===== config.mk =====
export PLATFORM = sky130hd
export DESIGN_NAME = dali_biphase_frame_receiver
export DESIGN_NICKNAME = d
export VERILOG_FILES = /design/src/sv/dbfr_pkg.sv /design/src/sv/dali_biphase_frame_receiver.sv /design/src/sv/dbfr_front.sv /design/src/sv/dbfr_queue.sv /design/src/sv/dbfr_back.sv
export SDC_FILE = /design/constraint.sdc
export NUM_CORES = 1
export LEC_CHECK = 0
export BUFFER_PORTS_ARGS = -buffer_cell sky130_fd_sc_hd__buf_2
export CORE_AREA = 2 2 171 173
export CTS_BUF_LIST = sky130_fd_sc_hd__clkbuf_8
export DETAILED_ROUTE_END_ITERATION = 10
export DIE_AREA = 0 0 173 175
export PLACE_DENSITY = 0.71
export SYNTH_ARGS = -nofsm -noshare
export SYNTH_HDL_FRONTEND = slang
export SYNTH_SLANG_ARGS = --single-unit

===== constraint.sdc =====
create_clock -name clk_i -period 5.45 [get_ports clk_i]
set_input_delay 0 -clock clk_i [delete_from_list [all_inputs] [get_ports clk_i]]
set_output_delay 0 -clock clk_i [all_outputs]
set_load 0.005 [all_outputs]

===== src/sv/dbfr_pkg.sv =====
// ----------------------------------------------------------------------------
// dbfr_pkg
// Shared types and constants for the bi-phase frame receiver.
// ----------------------------------------------------------------------------
package dbfr_pkg;

  localparam int unsigned CfgW       = 16;
  localparam int unsigned CfgIdxW    = 2;
  localparam int unsigned TimeW      = 32;
  localparam int unsigned WinW       = CfgW + 1;
  localparam int unsigned RawW       = 26;
  localparam int unsigned CountW     = 5;
  localparam int unsigned InfoW      = 10;
  localparam int unsigned AddrW      = 6;
  localparam int unsigned KindW      = 5;
  localparam int unsigned ButtonW    = 3;
  localparam int unsigned EventW     = 24;
  localparam int unsigned OutDataW   = 64;

  localparam int unsigned MaxFrameBitsDefault = 26;
  localparam int unsigned MinEmitBits         = 16;
  localparam int unsigned QueueDepth          = 2;

  // Register indexes
  localparam logic [CfgIdxW-1:0] RegHalfBit  = 2'd0;
  localparam logic [CfgIdxW-1:0] RegFullBit  = 2'd1;
  localparam logic [CfgIdxW-1:0] RegTol      = 2'd2;
  localparam logic [CfgIdxW-1:0] RegEofGap   = 2'd3;

  localparam logic [CfgW-1:0] HalfBitReset = 16'd417;
  localparam logic [CfgW-1:0] FullBitReset = 16'd833;
  localparam logic [CfgW-1:0] TolReset     = 16'd100;
  localparam logic [CfgW-1:0] EofGapReset  = 16'd2000;

  // Request kinds on tuser
  localparam logic ReqEdge  = 1'b0;
  localparam logic ReqCheck = 1'b1;

  localparam logic [KindW-1:0]   PushButtonKind = 5'd1;
  localparam logic [3:0]         LastButtonCode = 4'd6;
  localparam logic [ButtonW-1:0] NoButton       = 3'd7;

  // Classified item from the front end
  typedef struct packed {
    logic is_check;
    logic level;      // line level after the edge
    logic is_half;
    logic is_full;
    logic gap_over;   // idle gap beyond end of frame
  } token_t;

  typedef struct packed {
    logic [ButtonW-1:0] button_code;
    logic               instance_select;
    logic [KindW-1:0]   instance_kind;
    logic [AddrW-1:0]   source_address;
    logic [InfoW-1:0]   evt_info;
    logic               evt_flag;
    logic [RawW-1:0]    raw_bits;
    logic [CountW-1:0]  bit_count;
  } result_t;

endpackage


===== src/sv/dali_biphase_frame_receiver.sv =====
// ----------------------------------------------------------------------------
// dali_biphase_frame_receiver
// Passive bi-phase frame receiver driven by bus edge timestamps.
// ----------------------------------------------------------------------------
// Each input word is either a bus edge or a time check (tuser), with a 32-bit
// microsecond timestamp in tdata. The block takes one word per clock while
// the output is not stalled: a classifier measures the interval since the
// last edge and matches it against the half-bit, full-bit and end-of-frame
// limits combinationally, a two-entry queue carries the result to the frame
// engine, and the engine updates the frame for each word. The time check that
// closes a frame of 16 or more bits passes through the queue, and the frame
// appears on the master side from the output register, held until taken; only
// a stall there backs up into the queue and then the slave side.
// ----------------------------------------------------------------------------
module dali_biphase_frame_receiver #(
  parameter int unsigned MAX_FRAME_BITS = dbfr_pkg::MaxFrameBitsDefault
) (
  input  logic                              clk_i,
  input  logic                              rst_ni,
  input  logic                              cfg_we_i,
  input  logic [dbfr_pkg::CfgIdxW-1:0]      cfg_idx_i,
  input  logic [dbfr_pkg::CfgW-1:0]         cfg_wdata_i,
  input  logic                              s_axis_tvalid,
  output logic                              s_axis_tready,
  input  logic [dbfr_pkg::TimeW-1:0]        s_axis_tdata,  // [31:0] time_us
  input  logic                              s_axis_tuser,  // [0] req_type
  output logic                              m_axis_tvalid,
  input  logic                              m_axis_tready,
  // [4:0] bit_count, [30:5] raw_bits, [31] evt_flag, [41:32] evt_info,
  // [47:42] source_address, [52:48] instance_kind, [53] instance_select,
  // [56:54] button_code, [63:57] zero
  output logic [dbfr_pkg::OutDataW-1:0]     m_axis_tdata
);
  import dbfr_pkg::*;

  token_t  fe_tok, q_tok;
  logic    fe_valid, fe_ready, q_valid, q_ready;
  result_t result;

  dbfr_front u_front (
    .clk_i       (clk_i),
    .rst_ni      (rst_ni),
    .cfg_we_i    (cfg_we_i),
    .cfg_idx_i   (cfg_idx_i),
    .cfg_wdata_i (cfg_wdata_i),
    .in_valid_i  (s_axis_tvalid),
    .in_ready_o  (s_axis_tready),
    .req_type_i  (s_axis_tuser),
    .time_us_i   (s_axis_tdata),
    .tok_valid_o (fe_valid),
    .tok_ready_i (fe_ready),
    .tok_o       (fe_tok)
  );

  dbfr_queue u_queue (
    .clk_i        (clk_i),
    .rst_ni       (rst_ni),
    .push_valid_i (fe_valid),
    .push_ready_o (fe_ready),
    .push_tok_i   (fe_tok),
    .pop_valid_o  (q_valid),
    .pop_ready_i  (q_ready),
    .pop_tok_o    (q_tok)
  );

  dbfr_back #(
    .MAX_FRAME_BITS (MAX_FRAME_BITS)
  ) u_back (
    .clk_i       (clk_i),
    .rst_ni      (rst_ni),
    .tok_valid_i (q_valid),
    .tok_ready_o (q_ready),
    .tok_i       (q_tok),
    .out_valid_o (m_axis_tvalid),
    .out_ready_i (m_axis_tready),
    .out_o       (result)
  );

  assign m_axis_tdata = OutDataW'(result);

endmodule


===== src/sv/dbfr_front.sv =====
// ----------------------------------------------------------------------------
// dbfr_front
// Holds the timing registers, tracks edge time and line level, and classes
// each incoming word into a token for the frame engine.
// ----------------------------------------------------------------------------
module dbfr_front (
  input  logic                          clk_i,
  input  logic                          rst_ni,
  input  logic                          cfg_we_i,
  input  logic [dbfr_pkg::CfgIdxW-1:0]  cfg_idx_i,
  input  logic [dbfr_pkg::CfgW-1:0]     cfg_wdata_i,
  input  logic                          in_valid_i,
  output logic                          in_ready_o,
  input  logic                          req_type_i,
  input  logic [dbfr_pkg::TimeW-1:0]    time_us_i,
  output logic                          tok_valid_o,
  input  logic                          tok_ready_i,
  output dbfr_pkg::token_t              tok_o
);
  import dbfr_pkg::*;

  logic [CfgW-1:0]  half_q, full_q, tol_q, eof_q;
  logic [TimeW-1:0] last_edge_q, last_edge_d;
  logic             level_q, level_d;
  logic [TimeW-1:0] dt;
  logic [WinW-1:0]  half_hi, full_hi;
  logic [CfgW-1:0]  half_lo, full_lo;
  logic             accept;

  always_ff @(posedge clk_i or negedge rst_ni) begin
    if (!rst_ni) begin
      half_q <= HalfBitReset;
      full_q <= FullBitReset;
      tol_q  <= TolReset;
      eof_q  <= EofGapReset;
    end else if (cfg_we_i) begin
      unique case (cfg_idx_i)
        RegHalfBit: half_q <= cfg_wdata_i;
        RegFullBit: full_q <= cfg_wdata_i;
        RegTol:     tol_q  <= cfg_wdata_i;
        RegEofGap:  eof_q  <= cfg_wdata_i;
        default: ;
      endcase
    end
  end

  // Window bounds; lower bound saturates at zero
  assign half_lo = (half_q >= tol_q) ? half_q - tol_q : '0;
  assign full_lo = (full_q >= tol_q) ? full_q - tol_q : '0;
  assign half_hi = {1'b0, half_q} + {1'b0, tol_q};
  assign full_hi = {1'b0, full_q} + {1'b0, tol_q};

  assign in_ready_o  = tok_ready_i;
  assign tok_valid_o = in_valid_i;
  assign accept      = in_valid_i && tok_ready_i;

  assign dt = time_us_i - last_edge_q;

  always_comb begin
    tok_o.is_check = (req_type_i == ReqCheck);
    tok_o.level    = ~level_q;
    tok_o.is_half  = (dt >= TimeW'(half_lo)) && (dt <= TimeW'(half_hi));
    tok_o.is_full  = (dt >= TimeW'(full_lo)) && (dt <= TimeW'(full_hi));
    tok_o.gap_over = (dt > TimeW'(eof_q));
  end

  always_comb begin
    last_edge_d = last_edge_q;
    level_d     = level_q;
    if (accept && req_type_i == ReqEdge) begin
      last_edge_d = time_us_i;
      level_d     = ~level_q;
    end
  end

  always_ff @(posedge clk_i or negedge rst_ni) begin
    if (!rst_ni) begin
      last_edge_q <= '0;
      level_q     <= 1'b1;
    end else begin
      last_edge_q <= last_edge_d;
      level_q     <= level_d;
    end
  end

endmodule


===== src/sv/dbfr_queue.sv =====
// ----------------------------------------------------------------------------
// dbfr_queue
// Two-entry token queue between the classifier and the frame engine.
// ----------------------------------------------------------------------------
module dbfr_queue (
  input  logic             clk_i,
  input  logic             rst_ni,
  input  logic             push_valid_i,
  output logic             push_ready_o,
  input  dbfr_pkg::token_t push_tok_i,
  output logic             pop_valid_o,
  input  logic             pop_ready_i,
  output dbfr_pkg::token_t pop_tok_o
);
  import dbfr_pkg::*;

  localparam int unsigned PtrW = $clog2(QueueDepth);
  localparam int unsigned CntW = $clog2(QueueDepth + 1);

  token_t            mem_q [QueueDepth];
  logic [PtrW-1:0]   wr_ptr_q, wr_ptr_d, rd_ptr_q, rd_ptr_d;
  logic [CntW-1:0]   count_q, count_d;
  logic              push, pop;

  assign push_ready_o = (count_q != CntW'(QueueDepth));
  assign pop_valid_o  = (count_q != '0);
  assign pop_tok_o    = mem_q[rd_ptr_q];
  assign push         = push_valid_i && push_ready_o;
  assign pop          = pop_valid_o && pop_ready_i;

  always_comb begin
    wr_ptr_d = wr_ptr_q;
    rd_ptr_d = rd_ptr_q;
    count_d  = count_q;
    if (push) begin
      wr_ptr_d = (wr_ptr_q == PtrW'(QueueDepth - 1)) ? '0 : wr_ptr_q + 1'b1;
    end
    if (pop) begin
      rd_ptr_d = (rd_ptr_q == PtrW'(QueueDepth - 1)) ? '0 : rd_ptr_q + 1'b1;
    end
    if (push && !pop) begin
      count_d = count_q + 1'b1;
    end else if (pop && !push) begin
      count_d = count_q - 1'b1;
    end
  end

  always_ff @(posedge clk_i or negedge rst_ni) begin
    if (!rst_ni) begin
      wr_ptr_q <= '0;
      rd_ptr_q <= '0;
      count_q  <= '0;
    end else begin
      wr_ptr_q <= wr_ptr_d;
      rd_ptr_q <= rd_ptr_d;
      count_q  <= count_d;
    end
  end

  always_ff @(posedge clk_i) begin
    if (push) begin
      mem_q[wr_ptr_q] <= push_tok_i;
    end
  end

endmodule


===== src/sv/dbfr_back.sv =====
// ----------------------------------------------------------------------------
// dbfr_back
// Frame engine: decodes bits from classified tokens, closes frames and
// holds the finished frame in an output register.
// ----------------------------------------------------------------------------
module dbfr_back #(
  parameter int unsigned MAX_FRAME_BITS = dbfr_pkg::MaxFrameBitsDefault
) (
  input  logic              clk_i,
  input  logic              rst_ni,
  input  logic              tok_valid_i,
  output logic              tok_ready_o,
  input  dbfr_pkg::token_t  tok_i,
  output logic              out_valid_o,
  input  logic              out_ready_i,
  output dbfr_pkg::result_t out_o
);
  import dbfr_pkg::*;

  localparam int unsigned BitsW = $clog2(MAX_FRAME_BITS + 2);

  logic                      recv_q, recv_d;
  logic [MAX_FRAME_BITS-1:0] shift_q, shift_d;
  logic [BitsW-1:0]          bits_q, bits_d;
  logic                      phase_q, phase_d;
  logic                      out_valid_q, out_valid_d;
  result_t                   out_q, out_d;
  logic                      pop, take, emit;
  logic [RawW+MAX_FRAME_BITS-1:0] raw_ext;
  logic [EventW-1:0]         raw24;
  logic [InfoW-1:0]          info;
  logic [KindW-1:0]          kind;

  assign tok_ready_o = !out_valid_q || out_ready_i;
  assign pop         = tok_valid_i && tok_ready_o;

  assign raw_ext = {{RawW{1'b0}}, shift_q};
  assign raw24   = shift_q[EventW-1:0];
  assign info    = raw24[InfoW-1:0];
  assign kind    = raw24[15:11];

  always_comb begin
    recv_d  = recv_q;
    shift_d = shift_q;
    bits_d  = bits_q;
    phase_d = phase_q;
    take    = 1'b0;
    emit    = 1'b0;
    if (pop) begin
      if (!tok_i.is_check) begin
        if (!recv_q) begin
          if (!tok_i.level) begin
            recv_d  = 1'b1;
            shift_d = '0;
            bits_d  = '0;
            phase_d = 1'b0;
          end
        end else if (!tok_i.is_half && !tok_i.is_full) begin
          recv_d  = 1'b0;
          shift_d = '0;
          bits_d  = '0;
          phase_d = 1'b0;
        end else begin
          if (tok_i.is_full) begin
            take    = 1'b1;
            phase_d = 1'b0;
          end else begin
            phase_d = ~phase_q;
            take    = ~phase_q;
          end
          if (take) begin
            shift_d = {shift_q[MAX_FRAME_BITS-2:0], ~tok_i.level};
            bits_d  = bits_q + 1'b1;
          end
          // Drop a runaway frame
          if (bits_d > BitsW'(MAX_FRAME_BITS)) begin
            recv_d  = 1'b0;
            shift_d = '0;
            bits_d  = '0;
            phase_d = 1'b0;
          end
        end
      end else if (recv_q && tok_i.gap_over) begin
        emit    = (bits_q >= BitsW'(MinEmitBits));
        recv_d  = 1'b0;
        shift_d = '0;
        bits_d  = '0;
        phase_d = 1'b0;
      end
    end
  end

  always_comb begin
    out_d             = '0;
    out_d.bit_count   = bits_q[CountW-1:0];
    out_d.raw_bits    = raw_ext[RawW-1:0];
    out_d.button_code = NoButton;
    if (bits_q == BitsW'(EventW)) begin
      out_d.evt_flag        = 1'b1;
      out_d.evt_info        = info;
      out_d.source_address  = raw24[22:17];
      out_d.instance_kind   = kind;
      out_d.instance_select = raw24[10];
      if (kind == PushButtonKind && info[3:0] <= LastButtonCode) begin
        out_d.button_code = info[ButtonW-1:0];
      end
    end
  end

  always_comb begin
    out_valid_d = out_valid_q;
    if (out_valid_q && out_ready_i) begin
      out_valid_d = 1'b0;
    end
    if (emit) begin
      out_valid_d = 1'b1;
    end
  end

  always_ff @(posedge clk_i or negedge rst_ni) begin
    if (!rst_ni) begin
      recv_q      <= 1'b0;
      shift_q     <= '0;
      bits_q      <= '0;
      phase_q     <= 1'b0;
      out_valid_q <= 1'b0;
    end else begin
      recv_q      <= recv_d;
      shift_q     <= shift_d;
      bits_q      <= bits_d;
      phase_q     <= phase_d;
      out_valid_q <= out_valid_d;
    end
  end

  always_ff @(posedge clk_i) begin
    if (emit) begin
      out_q <= out_d;
    end
  end

  assign out_valid_o = out_valid_q;
  assign out_o       = out_q;

endmodule


== Word level (Yosys, flattened, before mapping) ==
Memory sizes are Yosys's and may differ from the RTL's.
Cells that the tools add are included.
W data, S select, Z words.

* Register bits after elaboration: 192
* Bits in writable memories: 10
* Bits of input ports: 56
* Output and inout bits: 66
* Logic and storage cells: 134
* Memories kept: 1

* Add/sub/neg operators: 10
* Order comparisons: 10
* Equality and inequality tests: 9
* Multiplexer cells: 49
* Bitwise operators: 4
* Reduce and logical (&&, ||, !) cells: 29

{| class="wikitable"
|+ Memory list
! name !! words !! bits a word !! rd ports !! clocked after memory_dff !! wr ports !! RTL line !! source
|-
| u_queue.mem_q || 2 || 5 || 1 || 0 || 1 || dbfr_queue.sv:20 || <nowiki>token_t mem_q [QueueDepth];</nowiki>
|}

{| class="wikitable"
|+ Operators by type and width
! kind !! number
|-
| $mux W26 || 7
|-
| $ge A32 B16 Y1 || 2
|-
| $le A32 B17 Y1 || 2
|-
| $mux W5 || 11
|-
| $add A16 B16 Y17 || 2
|-
| $ge A16 B16 Y1 || 2
|-
| $gt A32 B16 Y1 || 1
|-
| $mux W16 || 2
|-
| $sub A16 B16 Y16 || 2
|-
| $sub A32 B32 Y32 || 1
|-
| $mux W1 || 27
|-
| $reduce_and A2 Y1 || 6
|-
| $logic_and A1 B1 Y1 || 11
|-
| $reduce_bool A2 Y1 || 3
|-
| $add A5 B1 Y5 const B || 1
|-
| $eq A5 B1 Y1 const B || 1
|-
| $eq A5 B5 Y1 const B || 1
|-
| $ge A5 B5 Y1 const B || 1
|-
| $gt A5 B5 Y1 const B || 1
|-
| $logic_not A1 Y1 || 5
|-
| $ne A5 B4 Y1 const B || 1
|-
| $eq A2 B2 Y1 const B || 2
|-
| $le A4 B3 Y1 const B || 1
|-
| $mux W2 || 2
|-
| 11 further kinds || 16
|}

== Logic depth before layout (Yosys ltp) ==
An unclocked memory read counts as a cell.

* Depth after elaboration: 17
* Mapped depth: 25
* Depth with buffers taken out: 25

== Hierarchy ==
Synthesis repeated with hierarchy kept, for this count alone.

* Cell total of the unflattened synthesis: 1,392
* Area, all modules: 14,432.6 sq um

{| class="wikitable"
|+ By module, submodules not included
! module !! instances !! cells an instance !! area each (sq um) !! seq. area each (sq um)
|-
| dbfr_front || 1 || 1,149 || 10,430.0 || 2,449.8
|-
| dbfr_back || 1 || 201 || 3,373.2 || 2,562.5
|-
| dbfr_queue || 1 || 34 || 573.0 || 400.4
|-
| dali_biphase_frame_receiver || 1 || 8 || 56.3 || 0.0
|}

== Worst setup path before layout ==
OpenSTA, ideal clock, no wires.

* Path type: flip-flop to flip-flop
* Start point: reg u_queue.rd_ptr_q
* End point: reg u_back.out_q, in the netlist u_back.out_o[0], enable pin
* Setup time: 542 ps
* Arrival time: 4,717 ps
* Data required time: 4,908 ps
* Slack: 191 ps
* Cell stages (with the launch flop): 5
* Path buffers: 1
* Period minus slack after synthesis: 5,259 ps
* Path through: dfrtp_1 > buf_2 > mux2_2 > nand2_1 > nor3_1

* Cells in the longest elaborated chain, start to end: 5

{| class="wikitable"
|+ Ends and longest elaborated chain
! item !! RTL line !! source
|-
| start: declaration || dbfr_queue.sv:21 || <nowiki>logic [PtrW-1:0] wr_ptr_q, wr_ptr_d, rd_ptr_q, rd_ptr_d;</nowiki>
|-
| start signal: assignment || dbfr_queue.sv:55 || <nowiki>rd_ptr_q <= rd_ptr_d;</nowiki>
|-
| $mem_v2 Z2 W5 * || - ||
|-
| $logic_and A1 B1 Y1 || dbfr_back.sv:83 || <nowiki>end else if (recv_q && tok_i.gap_over) begin</nowiki>
|-
| $mux W1 || dbfr_back.sv:83 ||
|-
| $mux W1 * || dbfr_back.sv:50 || <nowiki>if (!tok_i.is_check) begin</nowiki>
|-
| $mux W1 * || dbfr_back.sv:49 || <nowiki>if (pop) begin</nowiki>
|-
| named net u_back.emit || dbfr_back.sv:28 || <nowiki>logic pop, take, emit;</nowiki>
|-
| end signal: assignment || dbfr_back.sv:138 || <nowiki>out_q <= out_d;</nowiki>
|-
| end: declaration || dbfr_back.sv:27 || <nowiki>result_t out_q, out_d;</nowiki>
|}

The timed path passes the listed nets; every way through them passes the cells marked *.
A chain may end at the register's enable or synchronous reset.

==> summary.md <==
| Metric | Value |
|---|---|
| Status | `finished clean` |
| Synth top area share | `0.209` |
| Initial antenna violation count | `0` |
| P&R area growth vs syn | `15.8%` |
| RSZ-0062 raised after global routing | `false` |
| Worst Reg-to-Reg Cells | `24` |
| ANT cells | `0` |
| Ys async rst share | `0.668` |
| Startpoint Class | `flop` |
| IR drop worst, VDD | `0.237 mV` |
| Die W | `173 um` |
| Maxcap violations | `0` |
| Routed length per instance | `16.1 um` |
| R2r startpoint | `u_front.tol_q[0]` |
| Fin. Hold Viols | `0` |
| Final WS setup | `0.346 ns` |
| Mapped Cells | `1434` |
| Synth Area in Simple Gates | `0.133` |
| Primary FF master, synth | `dfrtp_1` |
| CTS Buffer Depth | `3` |
| Power Dens Cells | `523 nW/um^2` |
| Mux cell area share after synthesis | `0.0584` |
| Vias in the first global route | `10900` |
| CTS tree | `yes` |
| Root buf cell | `clkbuf_8` |
| Max Freq | `196 MHz` |
| Data arrival time of the worst path | `5.35 ns` |
| Tmin final | `5.10 ns` |
| Max Slew Vio Count | `0` |
| Final WL | `32700 um` |
| Post-CTS Setup Bufs | `0` |
| I/O Buffers | `114` |
| Post-route ant nets | `0` |
| GR Overflow Total | `0` |
| Final setup fails | `0` |
| Dpl hpwl | `25000 um` |
| # rows | `62` |
| 1st-iter DRT viols | `749` |
| Seq cells post-synth | `202` |
| Synth warn | `0` |
| Vias/cell | `5.42` |
| Largest net degree at the start of global routing | `76` |
| XOR/XNOR Fraction of Synth Area | `0.0520` |
| Number of synthesized flops with an enable pin | `67` |
| Design area | `16200 um^2` |
| Placed insts | `1899` |
| Core region area | `28400 um^2` |
| CP Class | `reg2reg` |
| GP Congestion | `0.943` |
| Req. time, crit path | `5.70 ns` |
| Seq/Total Area, Yosys | `0.387` |
| DIE AREA | `30300 um^2` |
| All-Layer GR Usage | `0.218` |
| Area of the mapped netlist | `14000 um^2` |
| Top cells by area, synth | `dfrtp_1 (21%), ha_1 (16%), edfxtp_1 (14%), mux2_2 (5.6%), nand2_1 (4.3%)` |
| DR vias | `11000` |
| Share of post-route cells with drive strength above 1 | `0.173` |
| Dpl cell area | `15000 um^2` |
| Critical-path maximum fanout | `5` |
| Die Y | `175 um` |
| Tightest Pin Transition | `0.979 ns` |
| Non-Filler Instances | `2023` |
| Setup_tns | `0 ns` |
| Initial Utilization | `0.493` |
| Inserted Clock Buffers | `35` |
| RR Endpoint | `u_queue.mem_q[1][1]` |
| Most frequent cell after synthesis | `ha_1` |
| Period utilization | `0.937` |
| Clk sinks | `202` |
| Flop-to-flop setup slack | `0.35 ns` |
| Layout Nets | `1854` |
| Largest family of logic cells by synthesized area | `adder cells` |
| Post-synth top area cell | `dfrtp_1` |
| CP endpoint kind | `flop` |
| Library cells used by synthesis | `76` |
| CTS H-tree depth | `2` |
| Worst hold-check path type | `in2async` |
| Leak | `7.10 nW` |
| Synth Area in Compound Gates | `0.154` |
| Post-Synth Adder-Cell Area | `0.168` |
| Drt pass-1 iters | `5` |
| Worst slew margin | `0.345` |
| Worst-path clk slew | `0.06 ns` |
| Placement Setup Slack | `0.319 ns` |
| # IOs | `122` |
| Skew final | `0.0389 ns` |
| First-pass GRT wire length | `54200 um` |
| DRC Markers | `0` |
| Most frequent cells after synthesis | `ha_1 (180), nand2_1 (159), dfrtp_1 (117)` |
| Syn Area/Cell | `9.76 um^2` |
| Later-pin clock latency in the skew report | `0.55 ns` |
worst max-delay path, cell delays in order, from the launching register on:
cell       delay, ns
dfrtp_2         0.40
ha_1            0.17
inv_1           0.06
fa_1            0.40
a21o_1          0.18
a21oi_1         0.22
nor2b_1         0.08
o21a_1          0.20
o41a_1          0.37
a221o_1         0.35
a21o_1          0.20
a21oi_2         0.18
o21ai_1         0.12
and2_1          0.17
ha_1            0.25
nand2b_1        0.14
a21oi_1         0.15
nor2b_1         0.06
o21ai_0         0.15
a21oi_1         0.08
o211ai_1        0.16
a21o_1          0.13
a21oi_1         0.06
a2111oi_0       0.39
nor4_1          0.12
sequential cells by signal, summed over array words and instances, names as in the netlist:
| signal | flops |
|---|---|
| u_back.bits_q | 5 |
| u_queue.wr_ptr_q | 1 |
| u_front.half_q | 16 |
| u_front.full_q | 16 |
| u_back.phase_q | 1 |
| u_back.recv_q | 1 |
| u_front.eof_q | 16 |
| u_queue.rd_ptr_q | 1 |
| u_back.out_valid_o | 1 |
| u_back.shift_q | 26 |
| u_front.tol_q | 16 |
| u_queue.count_q | 2 |
| u_front.last_edge_q | 32 |
| u_front.level_q | 1 |
| u_back.out_o | 57 |
| u_queue.mem_q | 10 |
worst max path at each step:
stage,start,cells after the start,slack [ns],endpoint
after floorplan,u_queue.rd_ptr_q,4,0.19,u_back.out_o[0]
after global placement,u_front.tol_q[0],24,0.38,u_queue.mem_q[0][1]
after detailed placement,u_front.tol_q[0],24,0.32,u_queue.mem_q[0][1]
after CTS,u_front.tol_q[0],24,0.25,u_queue.mem_q[1][1]
after global routing,u_front.full_q[0],25,0.02,u_queue.mem_q[1][1]
final,u_front.tol_q[0],24,0.35,u_queue.mem_q[1][1]
logic make-up (layout without fill, tap and decap cells):
| logic type | after synthesis | in the layout |
|---|---|---|
| buf+inv | 161 | 360 |
| other cells | 1 | 7 |
| simple gates | 388 | 388 |
| compound gates | 341 | 341 |
| flops | 202 | 202 |
| fa+ha+maj | 185 | 185 |
| mux | 73 | 73 |
| xor+xnor | 83 | 83 |
power by group:
| part | internal, mW | total (mW) | switching (mW) |
|---|---|---|---|
| combinational | 2.17 | 5.22 | 3.05 |
| sequential | 1.84 | 2.00 | 0.165 |
| clock | 0.635 | 1.25 | 0.616 |
metrics by stage:
step                      total power, mW   util  hold WS, ns
after floorplan                      5.81      -       -0.296
after global placement               7.00  0.527       0.0634
after CTS                            8.47  0.570       0.0553
after detailed placement             7.13  0.527       0.0768
final                                8.47  0.571       0.0402
after global routing                 9.27  0.571        0.101
routing by layer:
| metal | part of all wire | track usage |
|---|---|---|
| met1 | 0.45 | 0.287 |
| met3 | 0.051 | 0.0307 |
| met4 | 0.028 | 0.0745 |
| met5 | 0 | 0 |
| met2 | 0.47 | 0.369 |
layout by cell type, fill, tap and decap left out, types with 25 or more instances in the layout:
cell / synthesis / final
nand4_1: 26 / 26
o21ai_0: 94 / 94
dlygate4sd3_1: 0 / 61
dfrtp_1: 117 / 116
xnor2_1: 60 / 60
ha_1: 180 / 180
nand2b_1: 25 / 25
a21oi_1: 95 / 94
inv_1: 109 / 126
a21o_1: 31 / 31
nor2_1: 62 / 61
nand2_1: 159 / 159
and2_1: 25 / 25
mux2_2: 69 / 69
clkbuf_8: 1 / 37
buf_2: 1 / 113
edfxtp_1: 67 / 67
what timing repair did:
| action | 4_1_cts | 5_1_grt |
|---|---|---|
| hold buffers | 61 | 0 |
| endpoints found under the setup margin | 0 | 2 |
| endpoints found under the hold margin | 178 | 0 |
| gates resized for setup | 0 | 2 |
layout make-up:
type	count	area (um^2)
clock inverter	26	123
fill	2510	12200
sequential	202	5410
tap	384	480
multi-input combinational	1077	7980
inverter	109	409
timing repair buffer	188	1280
clock buffer	37	509
Power figures use the tool's default switching activity.
